$ cat src/rtl/rtp_pkg.sv
// Package for the radix integer token parser: operation codes, the queue entry
// type, the back-end status type and the character constants.
// No dependencies; every other file in rtl/ imports it.
`default_nettype none

package rtp_pkg;

  localparam int CH_W    = 8;
  localparam int VALUE_W = 63;
  localparam int DIGIT_W = 6;
  localparam int OP_W    = 2;

  // Operation codes passed from the front end to the back end.
  localparam logic [OP_W-1:0] OP_DEC_DIGIT   = 2'd0;
  localparam logic [OP_W-1:0] OP_SET_RADIX   = 2'd1;
  localparam logic [OP_W-1:0] OP_RADIX_DIGIT = 2'd2;
  localparam logic [OP_W-1:0] OP_END         = 2'd3;

  // Character codes.
  localparam logic [CH_W-1:0] CH_ZERO     = 8'h30;
  localparam logic [CH_W-1:0] CH_NINE     = 8'h39;
  localparam logic [CH_W-1:0] CH_UP_A     = 8'h41;
  localparam logic [CH_W-1:0] CH_UP_Z     = 8'h5A;
  localparam logic [CH_W-1:0] CH_LO_A     = 8'h61;
  localparam logic [CH_W-1:0] CH_LO_Z     = 8'h7A;
  localparam logic [CH_W-1:0] CH_UP_R     = 8'h52;
  localparam logic [CH_W-1:0] CH_LO_R     = 8'h72;
  localparam logic [CH_W-1:0] CH_NEWLINE  = 8'h0A;
  localparam logic [CH_W-1:0] LETTER_MASK = 8'h1F;
  localparam logic [CH_W-1:0] LETTER_BIAS = 8'd9;

  // Largest signed 64-bit number; reaching it counts as overflow.
  localparam logic [VALUE_W-1:0] VAL_LIMIT = {VALUE_W{1'b1}};

  typedef logic [OP_W-1:0] op_code_t;

  typedef struct packed {
    op_code_t             op;
    logic [DIGIT_W-1:0]   digit;
    logic                 newline;
  } rtp_op_t;

  typedef struct packed {
    logic ready;     // back end can take the queue head this cycle
    logic mac_busy;  // back end is summing the registered products of a radix multiply-accumulate
  } rtp_back_stat_t;

endpackage

`default_nettype wire

$ cat src/rtl/rtp_queue.sv
// Small first-in first-out queue of operations between the front and back
// ends of the radix integer token parser. Depends on rtp_pkg.
`default_nettype none

module rtp_queue import rtp_pkg::*; #(
  parameter int DEPTH = 4
) (
  input  logic    clk,
  input  logic    rst_n,
  input  logic    push,
  input  rtp_op_t wr_entry,
  output logic    full,
  input  logic    pop,
  output logic    head_valid,
  output rtp_op_t head
);

  localparam int PW = (DEPTH > 1) ? $clog2(DEPTH) : 1;
  localparam int CW = $clog2(DEPTH + 1);

  rtp_op_t         mem_r [DEPTH];
  logic [PW-1:0]   wr_ptr_r, wr_ptr_nxt;
  logic [PW-1:0]   rd_ptr_r, rd_ptr_nxt;
  logic [CW-1:0]   count_r, count_nxt;

  assign full       = (count_r == CW'(DEPTH));
  assign head_valid = (count_r != '0);
  assign head       = mem_r[rd_ptr_r];

  always_comb begin
    wr_ptr_nxt = wr_ptr_r;
    rd_ptr_nxt = rd_ptr_r;
    count_nxt  = count_r;
    if (push) begin
      wr_ptr_nxt = (wr_ptr_r == PW'(DEPTH - 1)) ? '0 : wr_ptr_r + 1'b1;
    end
    if (pop) begin
      rd_ptr_nxt = (rd_ptr_r == PW'(DEPTH - 1)) ? '0 : rd_ptr_r + 1'b1;
    end
    if (push && !pop) begin
      count_nxt = count_r + 1'b1;
    end else if (pop && !push) begin
      count_nxt = count_r - 1'b1;
    end
  end

  always_ff @(posedge clk) begin
    if (!rst_n) begin
      wr_ptr_r <= '0;
      rd_ptr_r <= '0;
      count_r  <= '0;
    end else begin
      wr_ptr_r <= wr_ptr_nxt;
      rd_ptr_r <= rd_ptr_nxt;
      count_r  <= count_nxt;
    end
  end

  always_ff @(posedge clk) begin
    if (push) begin
      mem_r[wr_ptr_r] <= wr_entry;
    end
  end

endmodule

`default_nettype wire

$ cat config.mk
export PLATFORM = sky130hd
export DESIGN_NAME = rtp_queue
export DESIGN_NICKNAME = d
export VERILOG_FILES = /design/src/rtl/rtp_pkg.sv /design/src/rtl/rtp_queue.sv
export SDC_FILE = /design/constraint.sdc
export NUM_CORES = 1
export LEC_CHECK = 0
export BUFFER_PORTS_ARGS = -buffer_cell sky130_fd_sc_hd__buf_2
export CAP_MARGIN = 10
export CELL_PAD_IN_SITES_DETAIL_PLACEMENT = 1
export CELL_PAD_IN_SITES_GLOBAL_PLACEMENT = 2
export CORE_UTILIZATION = 35
export CTS_CLUSTER_SIZE = 8
export DETAILED_ROUTE_END_ITERATION = 16
export PLACE_DENSITY = 0.63
export SYNTH_ARGS = -nofsm -noshare
export SYNTH_HDL_FRONTEND = slang
export SYNTH_SLANG_ARGS = --single-unit
export TNS_END_PERCENT = 5
$ cat constraint.sdc
create_clock -name clk -period 1.93 [get_ports clk]
set_input_delay 0.0965 -clock clk [delete_from_list [all_inputs] [get_ports clk]]
set_output_delay 0.0965 -clock clk [all_outputs]
set_load 0.05 [all_outputs]
==> flow_summary.rst <==
.. list-table::
   :header-rows: 1

   * - Metric
     - Value
   * - Run status
     - completed
   * - Final Instance Area
     - roughly 0.0021 mm^2
   * - Post-place instance area
     - approximately 0.0020 mm^2
   * - Data required, critical path
     - ~1.8 ns
   * - Achievable clock frequency
     - about 570 MHz
   * - Final global-route overflow total
     - 0
   * - DP Wirelength
     - about 2.2 mm
   * - PwrDens
     - 994 mW/mm^2
   * - Leakage
     - around 0.74 nW
   * - EDFF count, synth
     - 36
   * - RD Place Congestion
     - roughly 0.63
   * - Pre-CTS setup slack
     - 0.297 ns
   * - Maximum level of the CTS H-tree
     - 2
   * - Most instantiated cells after synthesis
     - 36 x sky130_fd_sc_hd__edfxtp_1, 9 x sky130_fd_sc_hd__dfxtp_1, 9 x sky130_fd_sc_hd__mux4_2
   * - Flop and latch count out of synthesis
     - 45
   * - Initial antenna violation count
     - 0
   * - Setup ws final
     - around 0.17 ns
   * - Count of buffers inserted at the top-level ports
     - 23
   * - Tot Pwr
     - approximately 2.0 mW
   * - Maximum clock path buffer count
     - 2
   * - Leading cell type by number of instances after synthesis
     - sky130_fd_sc_hd__edfxtp_1
   * - Max-cap viol count
     - 0
   * - DIE WIDTH
     - roughly 73 um
   * - Net count after synthesis
     - roughly 110
   * - Total routing usage reported by global routing
     - 13.7%
   * - Buffer count from post-CTS setup fixing
     - 0
   * - Worst flop-to-flop path startpoint
     - count_r[0]
   * - Wirelength per Cell
     - ~17 um
   * - Vias post-DR
     - 880
   * - Worst Clk Skew
     - just over 0.01 ns
   * - VDD IR max
     - 0.000383 V
   * - Number of primary I/O pins
     - 24
   * - Post-synthesis share of cell area spent on full adders, half adders and majority gates
     - between 5 and 6%
   * - Cell Area, Synth
     - 0.00176 mm^2
   * - Setup-failing EPs final
     - 0
   * - Number of cells on the worst hold path
     - 1
   * - Number of clock buffers inserted by TritonCTS
     - 5
   * - TritonCTS clock tree
     - built
   * - Simple logic cell fraction of the synthesized area
     - between 5 and 6%
   * - Area share of the largest cell type after synthesis
     - 61.5%
   * - Clock slew at the register clock pins of the worst setup and hold paths
     - roughly 0.09 ns
   * - Cell-by-cell trace of the critical path
     - buf_4, mux4_2, buf_2
   * - First drt pass iteration count
     - 2
   * - Diodes inserted
     - 0
   * - Hold Path End
     - mem_r[3][1]
   * - Crit-path max cell delay
     - between 0.5 and 0.6 ns
   * - Measured slew at the worst slew-check pin
     - around 0.55 ns
   * - Fin nets
     - roughly 140
   * - Worst hold path class
     - primary input to register
   * - Share of the synthesized area in compound gates (AO/OA/AOI/OAI)
     - about 1.1%
   * - Dominant register cell in the synthesized netlist
     - sky130_fd_sc_hd__edfxtp_1
   * - Main combinational cell family by area after synthesis
     - multiplexers
   * - Floorplan die area
     - between 0.005 and 0.006 mm^2
   * - CTS Root Buffer Type
     - sky130_fd_sc_hd__clkbuf_8
   * - Data arrival time at the worst-slack endpoint
     - between 1.5 and 2 ns
   * - Minimum period implied by the final worst setup slack
     - ~1.8 ns
   * - Post-route antenna net violation count
     - 0
   * - Maximum number of pins on one net before global-route repair
     - 15
   * - Relative slew slack
     - a little under two thirds
   * - Startpoint types
     - register
   * - Worst setup path class
     - register to primary output
   * - Global-route wire length before repair
     - 5.05 mm
   * - Fraction of synthesized cell area in xor and xnor cells
     - less than 1%
   * - Total of warnings raised by yosys
     - 0
   * - Share of the yosys chip area belonging to registers
     - between 70 and 80%
   * - Post-synthesis to final-layout area growth
     - 16.7%
   * - Element type at the critical path end
     - primary output
   * - Crit path max-delay cell type
     - sky130_fd_sc_hd__mux4_2
   * - Worst flop-to-flop path endpoint
     - count_r[2]
   * - Post-route fraction of the period consumed by the critical path
     - approximately 90%
   * - Total core area
     - 0.00479 mm^2
   * - Post-route worst hold slack
     - between 0.01 and 0.015 ns
   * - Die Y-Extent
     - roughly 73 um
   * - Number of global-route vias before repair
     - around 1000
   * - Maximum fanout count along the critical path
     - 4
   * - Multiplexer share of the synthesized area
     - between 10% and 20%
   * - Source-to-sink clock delay at the later pin of the worst-skew pair
     - 0.30 ns
   * - Gate power share
     - ~17%
   * - Summed negative setup slack over all endpoints
     - 0 ns
   * - Clock share of power
     - between 20% and 30%
   * - Average footprint of a synthesized cell
     - between 15 and 20 um^2
   * - Sinks on the clock net
     - 45
   * - Largest cells by area after synthesis
     - sky130_fd_sc_hd__edfxtp_1 61%, sky130_fd_sc_hd__mux4_2 12%, sky130_fd_sc_hd__dfxtp_1 10%, sky130_fd_sc_hd__ha_1 4.3%, sky130_fd_sc_hd__mux2i_1 2.3%
   * - Total wire length
     - about 3.1 mm
   * - Switch share
     - approximately 28%
   * - Launch instance of the worst min-delay path
     - wr_entry[1]
   * - Number of distinct library cells after synthesis
     - 20
   * - RSZ-0062 raised after global routing
     - no
   * - Layout cells sized above 1
     - roughly 33%
   * - Cell row count
     - 25
   * - Synth Instances
     - approximately 90
   * - Initial Utilization
     - between 30 and 40%
   * - Reg2Reg Depth
     - 4
   * - Starting DRT DRC Count
     - 37
   * - Number of max-slew violations in the final report
     - 0
   * - Flop pwr share
     - 55.7%
   * - Cell type contributing the most total cell area after synthesis
     - sky130_fd_sc_hd__edfxtp_1
   * - Count of endpoints failing hold in the final timing report
     - 0
   * - Residual DRC count
     - 0
   * - Detailed-route vias per instance
     - 4.63
   * - Int Pwr
     - 1.47 mW
   * - Switching power summed over all nets
     - 0.572 mW
   * - Async SR Flop Fraction
     - 0%
   * - Register-to-Register Setup Slack
     - around 0.45 ns
-- how the worst max path moves through the flow --
stage / depth (start not counted) / slack (ns) / endpoint / startpoint
after floorplan: 1 / 0.34 / full / count_r[0]
after global placement: 8 / 0.38 / count_r[2] / pop
after detailed placement: 8 / 0.30 / count_r[2] / pop
after CTS: 3 / 0.12 / head[2] / register
after global routing: 3 / 0.06 / head[2] / register
final: 3 / 0.17 / head[2] / register
-- cells in the final DEF (no fill, tap or decap), drive strengths merged --
cell type and count:
mux4 9, o21a 1, fa 1, nor3b 1, buf 25, clkinv 3, inv 4, nor2b 5
mux2i 4, dfxtp 9, o21ai 1, clkbuf 5, a21boi 1, edfxtp 36, dlygate4sd3 1, xnor2 1
ha 6, and2 5, xor2 1, or3 2, nor3 1, nor2 1
-- worst max-delay path, delay by kind of cell, from the launching register on --
family   cells  cell delay [ns]
flops        1             0.44
mux          1             0.51
buf+inv      2             0.41
-- layer usage --
metal	wire length (um)	part of all wire (%)	vias up	GRT usage [%]
met5	0	0	-	0
met4	57	1.8	0	7.19
met3	93	3.0	6	3.31
met2	1730	55	17	23.7
met1	1260	40	451	15.8
li1	-	-	406	-
-- repair_timing --
| item | CTS | global route |
|---|---|---|
| hold buffers | 1 | 0 |
| hold endpoints to repair | 4 | 0 |
| gates resized for setup | 0 | 0 |
-- layout make-up --
cell class | count | area (um^2)
clock buffers | 5 | 68.8
clock inverters | 3 | 17.5
multi-input cells | 40 | 467
inverters | 4 | 15.0
flip-flops and latches | 45 | 1260
fillers | 482 | 2730
well taps | 67 | 83.8
repair buffers | 26 | 140
-- cell families (layout without fill, tap and decap cells) --
family	count (synthesis)	after routing
DFF	45	45
adders and majority gates	7	7
muxes	13	13
buffers and inverters	6	38
AOI/OAI and AO/OA	3	3
xor gates and xnor gates	2	2
and+or+nand+nor	15	15
-- flip-flops by register name, summed over array words and instances, names as in the netlist, named ones only --
signal    flops
mem_r        36
wr_ptr_r      2
rd_ptr_r      2
count_r       3
-- power by group through the flow --
stage | clock network (mW) | logic, mW | registers, mW
4_1_cts | 0.585 | 0.343 | 1.14
3_5_place_dp | 0 | 0.340 | 1.16
5_1_grt | 0.622 | 0.362 | 1.15
2_1_floorplan | 0 | 0.262 | 1.14
6_report | 0.568 | 0.336 | 1.14
3_3_place_gp | 0 | 0.330 | 1.16
-- through the flow --
| stage | util (%) | instances |
|---|---|---|
| final | 42.9 | 190 |
| after global placement | 40.9 | 181 |
| after global routing | 42.9 | 190 |
| after CTS | 42.9 | 190 |
| after detailed placement | 40.9 | 181 |
| after floorplan | - | 91 |
No activity file was read; power rests on OpenSTA's default activity.
