<file path="src/rtl/rtp_pkg.sv">
// Package for the radix integer token parser: operation codes, the queue entry
// type, the back-end status type and the character constants.
// No dependencies; every other file in rtl/ imports it.
`default_nettype none

package rtp_pkg;

  localparam int CH_W    = 8;
  localparam int VALUE_W = 63;
  localparam int DIGIT_W = 6;
  localparam int OP_W    = 2;

  // Operation codes passed from the front end to the back end.
  localparam logic [OP_W-1:0] OP_DEC_DIGIT   = 2'd0;
  localparam logic [OP_W-1:0] OP_SET_RADIX   = 2'd1;
  localparam logic [OP_W-1:0] OP_RADIX_DIGIT = 2'd2;
  localparam logic [OP_W-1:0] OP_END         = 2'd3;

  // Character codes.
  localparam logic [CH_W-1:0] CH_ZERO     = 8'h30;
  localparam logic [CH_W-1:0] CH_NINE     = 8'h39;
  localparam logic [CH_W-1:0] CH_UP_A     = 8'h41;
  localparam logic [CH_W-1:0] CH_UP_Z     = 8'h5A;
  localparam logic [CH_W-1:0] CH_LO_A     = 8'h61;
  localparam logic [CH_W-1:0] CH_LO_Z     = 8'h7A;
  localparam logic [CH_W-1:0] CH_UP_R     = 8'h52;
  localparam logic [CH_W-1:0] CH_LO_R     = 8'h72;
  localparam logic [CH_W-1:0] CH_NEWLINE  = 8'h0A;
  localparam logic [CH_W-1:0] LETTER_MASK = 8'h1F;
  localparam logic [CH_W-1:0] LETTER_BIAS = 8'd9;

  // Largest signed 64-bit number; reaching it counts as overflow.
  localparam logic [VALUE_W-1:0] VAL_LIMIT = {VALUE_W{1'b1}};

  typedef logic [OP_W-1:0] op_code_t;

  typedef struct packed {
    op_code_t             op;
    logic [DIGIT_W-1:0]   digit;
    logic                 newline;
  } rtp_op_t;

  typedef struct packed {
    logic ready;     // back end can take the queue head this cycle
    logic mac_busy;  // back end is summing the registered products of a radix multiply-accumulate
  } rtp_back_stat_t;

endpackage

`default_nettype wire

</file>
<file path="src/rtl/rtp_front.sv">
// Front end of the radix integer token parser: accepts characters and turns
// each into one operation for the back end, tracking decimal/radix part.
// Depends on rtp_pkg.
`default_nettype none

module rtp_front import rtp_pkg::*; (
  input  logic            clk,
  input  logic            rst_n,
  input  logic            in_valid,
  input  logic [CH_W-1:0] in_ch,
  input  logic            in_at_end,
  output logic            in_ready,
  input  logic            q_full,
  output logic            push,
  output rtp_op_t         entry
);

  logic mode_radix_r;
  logic mode_radix_nxt;
  logic is_dec;
  logic is_letter;

  assign in_ready = !q_full;
  assign push     = in_valid && !q_full;

  always_comb begin
    is_dec    = in_ch inside {[CH_ZERO:CH_NINE]};
    is_letter = in_ch inside {[CH_UP_A:CH_UP_Z], [CH_LO_A:CH_LO_Z]};

    entry.op      = OP_END;
    entry.digit   = DIGIT_W'(in_ch - CH_ZERO);
    entry.newline = 1'b0;

    if (in_at_end) begin
      entry.op = OP_END;
    end else if (!mode_radix_r && is_dec) begin
      entry.op = OP_DEC_DIGIT;
    end else if (!mode_radix_r && (in_ch inside {CH_UP_R, CH_LO_R})) begin
      entry.op = OP_SET_RADIX;
    end else if (mode_radix_r && is_dec) begin
      entry.op = OP_RADIX_DIGIT;
    end else if (mode_radix_r && is_letter) begin
      entry.op    = OP_RADIX_DIGIT;
      entry.digit = DIGIT_W'((in_ch & LETTER_MASK) + LETTER_BIAS);
    end else begin
      entry.op      = OP_END;
      entry.newline = (in_ch == CH_NEWLINE);
    end

    mode_radix_nxt = mode_radix_r;
    if (push) begin
      if (entry.op == OP_SET_RADIX) begin
        mode_radix_nxt = 1'b1;
      end else if (entry.op == OP_END) begin
        mode_radix_nxt = 1'b0;
      end
    end
  end

  always_ff @(posedge clk) begin
    if (!rst_n) begin
      mode_radix_r <= 1'b0;
    end else begin
      mode_radix_r <= mode_radix_nxt;
    end
  end

endmodule

`default_nettype wire

</file>
<file path="config.mk">
export PLATFORM = sky130hd
export DESIGN_NAME = rtp_front
export DESIGN_NICKNAME = d
export VERILOG_FILES = /design/src/rtl/rtp_pkg.sv /design/src/rtl/rtp_front.sv
export SDC_FILE = /design/constraint.sdc
export NUM_CORES = 1
export LEC_CHECK = 0
export BUFFER_PORTS_ARGS = -buffer_cell sky130_fd_sc_hd__buf_2
export CORE_MARGIN = 2
export CORE_UTILIZATION = 45
export CTS_CLUSTER_SIZE = 10
export DETAILED_ROUTE_END_ITERATION = 10
export PLACE_DENSITY_LB_ADDON = 0.25
export SYNTH_ARGS = -nofsm -noshare
export SYNTH_HDL_FRONTEND = slang
export SYNTH_SLANG_ARGS = --single-unit
</file>
<file path="constraint.sdc">
create_clock -name clk -period 5.5 [get_ports clk]
set_input_delay 0.825 -clock clk [delete_from_list [all_inputs] [get_ports clk]]
set_output_delay 0.825 -clock clk [all_outputs]
set_load 0.01 [all_outputs]
</file>
==> results of run 1 <==
-- layer usage --
| layer | vias up | share of wire |
|---|---|---|
| met5 | - | 0 |
| met4 | 0 | 0 |
| met3 | 0 | 0.035 |
| met2 | 15 | 0.54 |
| met1 | 274 | 0.43 |
| li1 | 306 | - |
-- worst max-delay path, cell delays in order --
cell	delay, ns
buf_2	0.17
inv_1	0.08
ha_1	0.19
nor4b_2	0.16
o221ai_1	0.23
nand4_2	0.24
a21oi_4	0.27
mux2_4	0.32
buf_2	0.14
-- how the worst min path moves through the flow --
stage	depth (start not counted)	endpoint
finish	2	mode_radix_r
floorplan	2	mode_radix_r
detailed placement	2	mode_radix_r
global route	2	mode_radix_r
CTS	2	mode_radix_r
global placement	2	mode_radix_r
-- where the power goes --
part,switching (mW),leakage (nW),internal (mW)
logic,0.0215,0.312,0.0152
registers,0.0000168,0.00805,0.00741
clock network,0,0,0
total,0.0215,0.320,0.0226
-- metrics by stage --
step / cell area, um^2 / utilization / power, mW
after floorplan: 612 / - / 0.0322
after global placement: 707 / 0.550 / 0.0436
after detailed placement: 707 / 0.550 / 0.0442
after CTS: 707 / 0.550 / 0.0443
after global routing: 707 / 0.550 / 0.0487
final: 707 / 0.550 / 0.0442
-- final cells by class --
cell class,instances,area share
Multi-Input combinational cell,57,0.729
Timing Repair Buffer,23,0.163
Inverter,10,0.0531
Sequential cell,1,0.0283
Tap cell,15,0.0265
-- synthesized netlist by cell type, types with 2 or more instances --
cell type	count
ha_1	9
inv_1	10
nand2_1	3
a21oi_1	4
o21ai_0	5
xnor2_1	3
o2111a_1	2
nand3_1	4
clkbuf_8	2
nor2_1	3
-- kinds of logic after synthesis --
logic type	synth area share
adder cells (fa/ha/maj)	0.184
flip-flops	0.0327
buffers and inverters	0.125
AND/OR/NAND/NOR	0.264
XOR/XNOR	0.0573
multiplexers	0.0409
AO/OA/AOI/OAI	0.297
==> metrics.csv, run 1 <==
stage;metric;value;unit
run_status;status;completed;
global_route;vias in the first global route;493;
global_route;total grt overflow;0;
timing;Fin. Hold Viols;0;
timing;Tcrit/Tclk final;0.627;
floorplan;die area;1670;um^2
synth;Synth Instances;71;
place;DP Cell Count;106;
global_route;GRT busiest layer;met2;
clock_tree;clock insertion delay at the later pin of the skew report;0;ns
route;WL per Instance;13.2;um
synth;top-area cell type share of the netlist area;0.184;
place;Final HPWL DP;1.19;mm
timing;Slew @ Worst Pin;0.336;ns
floorplan;Die Ht;40.9;um
timing;final worst slack;2.05;ns
clock_tree;CTS Hold Bufs;0;
worst_setup_path;worst reg-to-reg path cell count;4;
route;Residual DRC;0;
synth;post-synth top area cell;ha_1;
place;DP Worst Slack;2.07;ns
hold_path;Min-Delay Startpoint;mode_radix_r;
timing;RSZ-0062 raised after global routing;false;
worst_setup_path;CP Capture Type;output pin;
cells_and_area;Fillers;132;
cells_and_area;multi-input logic area;515;um^2
timing;clk_skew;0;ns
synth;Avg Cell Area, Syn;8.62;um^2
cells_and_area;Biggest register;mode_radix_r;
worst_setup_path;FF-to-FF Start;mode_radix_r;
global_route;Global Route met3 Usage;0;
cells_and_area;register area;20.0;um^2
global_route;initial antenna violation count;0;
route;Routed Antenna Nets;0;
synth;Post-synth EDFFs;0;
worst_setup_path;worst endpoint required time;4.68;ns
worst_setup_path;startpoint types;primary input;
timing;max-slew violation count;0;
cells_and_area;ant diodes;0;
floorplan;Ports;24;
worst_setup_path;Setup CP Type;in -> out;
clock_tree;Clock transition at path regs;0;ns
global_route;met2 Use GR;0.367;
global_route;met1 Track Usage GR;0.244;
worst_setup_path;reg-to-reg endpoint;mode_radix_r;
worst_setup_path;crit-path max FO;8;
route;First-pass DRT Iterations;4;
run;maxcap violations;0;
timing;min Tclk post-route;3.45;ns
worst_setup_path;Setup crit start;in_ch[1];
timing;setup TNS;0;ns
place;placer's final routability congestion estimate;0.860;
synth;register area share after synthesis;0.0327;
synth;Syn. warnings;0;
timing;slew margin rel.;0.774;
synth;library cells used by synthesis;36;
floorplan;Initial Utilization;0.476;
global_route;largest net degree at the start of global routing;11;
floorplan;Die X-Extent;40.9;um
cells_and_area;max reg flops;1;
floorplan;row count;13;
synth;Most used DFF post-synth;dfxtp_1;
cells_and_area;leading cell types in the layout, fill and taps excluded;buf_2, inv_1, ha_1;
cells_and_area;Finished Layout Cells;106;
timing;fmax;0.290;GHz
route;post-DR vias/cell;5.61;
place;PortBufs;23;
cells_and_area;share of cells above drive strength 1;0.385;
clock_tree;PostCTS Resize Cnt;0;
synth;Async S/R FF share, synth;0;
global_route;All-Layer GR Usage;0.190;
clock_tree;buffer count from post-CTS setup fixing;0;
cells_and_area;final net count;115;
power_and_ir_drop;VDD IR max;0.0433;mV
synth;net count after synthesis;93;
cells_and_area;Area Overhead vs Synth;15.5;%
worst_setup_path;CP endpoint;entry[2];
synth;synthesized area;612;um^2
route;iteration-0 DRC count of the detailed router;8;
worst_setup_path;crit path DAT;2.62;ns
route;final wirelength;1.40;mm
power_and_ir_drop;Pleak;0.320;nW
global_route;first-pass GRT wire length;2.17;mm
worst_setup_path;R2R Setup Slk;4.16;ns
cells_and_area;commonest non-fill, non-tap cell in the layout;buf_2;
cells_and_area;Regs by FF count;mode_radix_r x1;
route;vias;595;
hold_path;Worst Hold Class;reg -> reg;
synth;Synth Register Bits;1;
floorplan;Core Region;1280;um^2
timing;Final setup viols;0;
synth;Area contributors post-synth;ha_1, inv_1, clkbuf_8;
timing;hold_ws;0.734;ns
power_and_ir_drop;Pwr Density;62.5;nW/um^2
(Power assumes the default switching activity.)
==> inputs of run 2 (changes only) <==
- CORE_UTILIZATION: 45 -> 43
- clock period: 5.5 -> 2.8 ns (I/O delays scaled with it)
==> metrics.csv, run 2 (synthesis gave the netlist of run 1 again) <==
stage;metric;value;unit;change
cells_and_area;share of cells above drive strength 1;0.391;;+0.00669
place;PortBufs;23;;unchanged
cells_and_area;commonest non-fill, non-tap cell in the layout;buf_2;;
worst_setup_path;slowest stage delay, CP;0.32;ns;about the same
timing;hold_ws;0.628;ns;-0.106 ns
timing;RSZ-0062 raised after global routing;false;;
power_and_ir_drop;Overall Power;86.4;uW;+96%
power_and_ir_drop;Pleak;0.324;nW;+1.3%
worst_setup_path;critical path cell sequence;buf_2, inv_1, ha_1, nor4b_2, o221ai_1, nand4_2, a21oi_4, mux2_4, buf_2;;
clock_tree;clock insertion delay at the later pin of the skew report;0;ns;unchanged
worst_setup_path;FF-to-FF Start;mode_radix_r;;
timing;clk_skew;0;ns;unchanged
route;Routed Antenna Nets;0;;unchanged
cells_and_area;ant diodes;0;;unchanged
timing;Fin. Hold Viols;0;;unchanged
route;vias;588;;-1.2%
global_route;initial antenna violation count;0;;unchanged
floorplan;die area;1740;um^2;+4.2%
route;WL per Instance;12.8;um;-3.0%
power_and_ir_drop;Pwr Density;121;nW/um^2;+94%
run_status;status;completed;;
timing;fmax;0.383;GHz;
cells_and_area;final net count;116;;+0.87%
worst_setup_path;Crit path top cell by count;buf_2;;
cells_and_area;leading cell types in the layout, fill and taps excluded;buf_2, inv_1, ha_1;;
timing;min Tclk post-route;2.61;ns;
place;placer's final routability congestion estimate;0.841;;-2.3%
worst_setup_path;reg-to-reg endpoint;mode_radix_r;;
clock_tree;buffer count from post-CTS setup fixing;0;;unchanged
cells_and_area;Area Overhead vs Synth;16.8;%;
timing;Tcrit/Tclk final;0.933;;
run;maxcap violations;0;;unchanged
floorplan;Die X-Extent;41.7;um;+2.1%
hold_path;Worst Hold Class;in -> reg;;
worst_setup_path;startpoint types;primary input;;
worst_setup_path;CP Capture Type;output pin;;
timing;setup TNS;0;ns;unchanged
route;iteration-0 DRC count of the detailed router;17;;+9
worst_setup_path;Setup CP Type;in -> out;;
global_route;All-Layer GR Usage;0.159;;-0.0314
cells_and_area;max reg flops;1;;unchanged
hold_path;hold path depth;2;;unchanged
route;final wirelength;1.37;mm;-2.1%
floorplan;row count;13;;unchanged
timing;Slew @ Worst Pin;0.357;ns;+0.0211 ns
worst_setup_path;crit path DAT;2.19;ns;-0.43 ns
timing;max-slew violation count;0;;unchanged
cells_and_area;Regs by FF count;mode_radix_r x1;;
global_route;total grt overflow;0;;unchanged
floorplan;Initial Utilization;0.464;;-0.0118
worst_setup_path;worst endpoint required time;2.38;ns;-2.30 ns
floorplan;Die Ht;41.7;um;+2.1%
power_and_ir_drop;VDD IR max;0.0600;mV;+39%
worst_setup_path;crit-path max FO;5;;-3
route;Residual DRC;0;;unchanged
route;First-pass DRT Iterations;4;;unchanged
global_route;first-pass GRT wire length;2.30;mm;+6.0%
worst_setup_path;worst reg-to-reg path cell count;4;;unchanged
floorplan;Core Region;1320;um^2;+2.5%
worst_setup_path;critical path's slowest cell;mux2_4;;
timing;Final setup viols;0;;unchanged
global_route;largest net degree at the start of global routing;11;;unchanged
clock_tree;Clock transition at path regs;0;ns;unchanged
timing;slew margin rel.;0.760;;-0.0142
clock_tree;PostCTS Resize Cnt;0;;unchanged
clock_tree;CTS Hold Bufs;0;;unchanged
worst_setup_path;R2R Setup Slk;1.45;ns;-2.71 ns
route;post-DR vias/cell;5.50;;-2.1%
global_route;vias in the first global route;509;;+3.2%
place;Final HPWL DP;1.13;mm;-5.4%
hold_path;Worst Hold Path EP;mode_radix_r;;
floorplan;Ports;24;;unchanged
hold_path;Min-Delay Startpoint;rst_n;;
cells_and_area;Biggest register;mode_radix_r;;
[run 2: where the power goes]
group	switching (mW)	internal (mW)	leakage [nW]	total [mW]
Combinational	0.0417	0.0301	0.316	0.0718
Sequential	0.0000380	0.0146	0.00805	0.0146
Clock	0	0	0	0
[run 2: worst max-delay path by stage]
stage,startpoint,end,slack (ns),cells past startpoint
final,in_ch[0],entry[2],0.19,9
after detailed placement,in_ch[0],entry[2],0.20,9
after floorplan,in_ch[0],entry[2],0.60,7
after global placement,in_ch[0],entry[2],0.23,9
after global routing,in_ch[1],entry[2],0.07,9
after CTS,in_ch[0],entry[2],0.19,9
[run 2: metrics by stage]
step	cell area [um^2]	utilization	instances	setup slack [ns]
final	714	0.542	107	0.188
after floorplan	612	-	71	0.595
after detailed placement	714	0.542	107	0.203
after global routing	714	0.542	107	0.0660
after CTS	714	0.542	107	0.187
after global placement	714	0.542	107	0.232
[run 2: worst max-delay path: cells and delay by family]
| kind | cells | cell delay (ns) |
|---|---|---|
| mux | 1 | 0.32 |
| simple gates | 2 | 0.39 |
| buf+inv | 3 | 0.36 |
| compound gates | 2 | 0.48 |
| fa+ha+maj | 1 | 0.22 |
[run 2: routing by layer]
metal / part of all wire / global-route usage
met1: 0.43 / 0.222
met2: 0.51 / 0.281
met3: 0.057 / 0.00870
met4: 0 / 0
met5: 0 / 0
[run 2: cell type report]
cell class,instances,area (um^2)
fill,124,603
inverter,10,37.5
multi-input combinational,57,515
sequential,1,20.0
tap,15,18.8
timing repair buffer,24,123
==> inputs of run 3 (changes only) <==
--- a/config.mk
+++ b/config.mk
@@ -12,4 +12,5 @@
 export DETAILED_ROUTE_END_ITERATION = 10
 export PLACE_DENSITY_LB_ADDON = 0.25
+export SETUP_SLACK_MARGIN = 0.5
 export SYNTH_ARGS = -nofsm -noshare
 export SYNTH_HDL_FRONTEND = slang
==> constraint.sdc (replaced) <==
create_clock -name clk -period 2.8 [get_ports clk]
set_input_delay 0.42 -clock clk [delete_from_list [all_inputs] [get_ports clk]]
set_output_delay 0.42 -clock clk [all_outputs]
set_load 0.05 [all_outputs]
==> metrics.csv, run 3 (synthesis gave the netlist of run 1 again) <==
stage;metric;value;unit;change
power_and_ir_drop;Pleak;0.445;nW;+37%
place;PortBufs;23;;unchanged
route;WL per Instance;16.9;um;+32%
timing;min Tclk post-route;2.46;ns;-0.150 ns
worst_setup_path;worst reg-to-reg path cell count;5;;+1
cells_and_area;final core occ;0.841;;+0.299
timing;slew margin rel.;0.698;;-0.0616
worst_setup_path;startpoint types;primary input;;
timing;final worst slack;0.338;ns;+0.150 ns
worst_setup_path;Setup CP Type;in -> out;;
worst_setup_path;crit-path max FO;6;;+1
timing;fmax;0.406;GHz;+6.1%
run_status;status;completed;;
cells_and_area;Fillers;75;;-40%
floorplan;Die Ht;41.7;um;unchanged
cells_and_area;Finished Layout Cells;117;;+9.3%
worst_setup_path;critical path cell sequence;buf_12, buf_4, buf_4, nand4bb_1, o41a_1, nand2_2, a21oi_4, mux2_4, buf_8;;
floorplan;die area;1740;um^2;unchanged
worst_setup_path;CP Capture Type;output pin;;
power_and_ir_drop;register share of total power;0.087;;-0.082
global_route;vias in the first global route;682;;+34%
route;Residual DRC;0;;unchanged
clock_tree;clock insertion delay at the later pin of the skew report;0;ns;unchanged
cells_and_area;Biggest register;mode_radix_r;;
floorplan;Ports;24;;unchanged
floorplan;Die X-Extent;41.7;um;unchanged
power_and_ir_drop;Overall Power;167;uW;+93%
power_and_ir_drop;Psw;85.9;uW;+110%
timing;Final setup viols;0;;unchanged
route;post-DR vias/cell;6.08;;+11%
floorplan;Core Region;1320;um^2;unchanged
global_route;largest net degree at the start of global routing;11;;unchanged
route;iteration-0 DRC count of the detailed router;30;;+13
hold_path;hold path depth;2;;unchanged
timing;hold_ws;0.638;ns;+0.00970 ns
timing;Fin. Hold Viols;0;;unchanged
worst_setup_path;critical path's slowest cell;o41a_1;;
place;Final HPWL DP;1.25;mm;+11%
worst_setup_path;Levels on crit path;9;;unchanged
global_route;first-pass GRT wire length;2.98;mm;+30%
worst_setup_path;crit path DAT;2.04;ns;-0.15 ns
cells_and_area;Regs by FF count;mode_radix_r x1;;
timing;RSZ-0062 raised after global routing;true;;
cells_and_area;final net count;126;;+8.6%
place;Placed Area;806;um^2;+13%
route;Routed Antenna Nets;0;;unchanged
power_and_ir_drop;VDD IR max;0.111;mV;+85%
timing;max-slew violation count;0;;unchanged
worst_setup_path;R2R Setup Slk;1.28;ns;-0.17 ns
power_and_ir_drop;Pwr Density;151;nW/um^2;+25%
cells_and_area;commonest non-fill, non-tap cell in the layout;buf_4;;
worst_setup_path;Worst path top cell family by delay;buffers and inverters;;
power_and_ir_drop;power share of the combinational group;0.913;;+0.082
hold_path;Worst Hold Class;in -> reg;;
power_and_ir_drop;clock power share;0;;unchanged
floorplan;Initial Utilization;0.464;;unchanged
floorplan;row count;13;;unchanged
route;final wirelength;1.98;mm;+45%
cells_and_area;leading cell types in the layout, fill and taps excluded;buf_4, buf_2, buf_6;;
timing;setup TNS;0;ns;unchanged
power_and_ir_drop;Int Power;81.2;uW;+82%
timing;Slew @ Worst Pin;0.448;ns;+0.0916 ns
cells_and_area;Area Overhead vs Synth;81.2;%;
timing;Tcrit/Tclk final;0.879;;-0.0536
place;DP Worst Slack;0.0876;ns;-0.115 ns
global_route;All-Layer GR Usage;0.215;;+0.0562
worst_setup_path;slowest stage delay, CP;0.39;ns;+0.07 ns
cells_and_area;share of cells above drive strength 1;0.627;;+0.236
place;placer's final routability congestion estimate;0.925;;+10%
timing;clk_skew;0;ns;unchanged
clock_tree;Clock transition at path regs;0;ns;unchanged
worst_setup_path;worst endpoint required time;2.38;ns;about the same
run;maxcap violations;0;;unchanged
worst_setup_path;Crit path top cell by count;buf_4;;
cells_and_area;max reg flops;1;;unchanged
global_route;total grt overflow;0;;unchanged
cells_and_area;Design Area, Final;1110;um^2;+55%
global_route;initial antenna violation count;0;;unchanged
place;DP Cell Count;106;;-0.93%
power_and_ir_drop;Sw Ratio;0.514;;+0.0309
route;First-pass DRT Iterations;4;;unchanged
route;vias;711;;+21%
cells_and_area;ant diodes;0;;unchanged
worst_setup_path;worst path bufs/invs;4;;+1
==> run 3: changes by cell type in the layout (fill, tap and decap cells not counted), sizes merged <==
| cell | change |
|---|---|
| buf | +8 |
| clkbuf | +2 |
==> run 3: cell type report <==
| class | count | area [um^2] | share of cell area |
|---|---|---|---|
| sequential | 1 | 20.0 | 0.0181 |
| tap | 15 | 18.8 | 0.0169 |
| multi-input combinational | 57 | 696 | 0.628 |
| inverter | 10 | 52.6 | 0.0474 |
| timing repair buffer | 34 | 322 | 0.290 |
==> run 3: final timing paths <==
check,from,endpoint
max,in_ch[2],entry[2]
min,rst_n,mode_radix_r
max reg2reg,mode_radix_r,mode_radix_r
min reg2reg,mode_radix_r,mode_radix_r
==> run 3: what timing repair did <==
action                                  CTS  global route
gates resized for setup                  44            13
gates cloned                              0             0
endpoints found under the setup margin    7             8
pin swaps                                12             4
hold buffers                              0             0
setup buffers                             9             2
==> run 3: power by group through the flow <==
stage	logic [mW]	clock network, mW	registers, mW
3_3_place_gp	0.107	0	0.0146
6_report	0.152	0	0.0146
4_1_cts	0.142	0	0.0146
2_1_floorplan	0.0831	0	0.0146
3_5_place_dp	0.109	0	0.0146
5_1_grt	0.160	0	0.0146
==> run 3: worst register-to-register path, delay by kind of cell (launching register included) <==
| kind | cells | cell delay, ns |
|---|---|---|
| AOI/OAI and AO/OA | 3 | 0.75 |
| buffers and inverters | 1 | 0.14 |
| and+or+nand+nor | 1 | 0.14 |
| DFF | 1 | 0.37 |
==> run 3: metal layers <==
metal | share of wire | vias to the layer above | track usage
met4 | 0.033 | 0 | 0.0581
met1 | 0.37 | 336 | 0.248
li1 | - | 326 | -
met2 | 0.53 | 41 | 0.416
met3 | 0.065 | 8 | 0.0130
met5 | 0 | - | 0
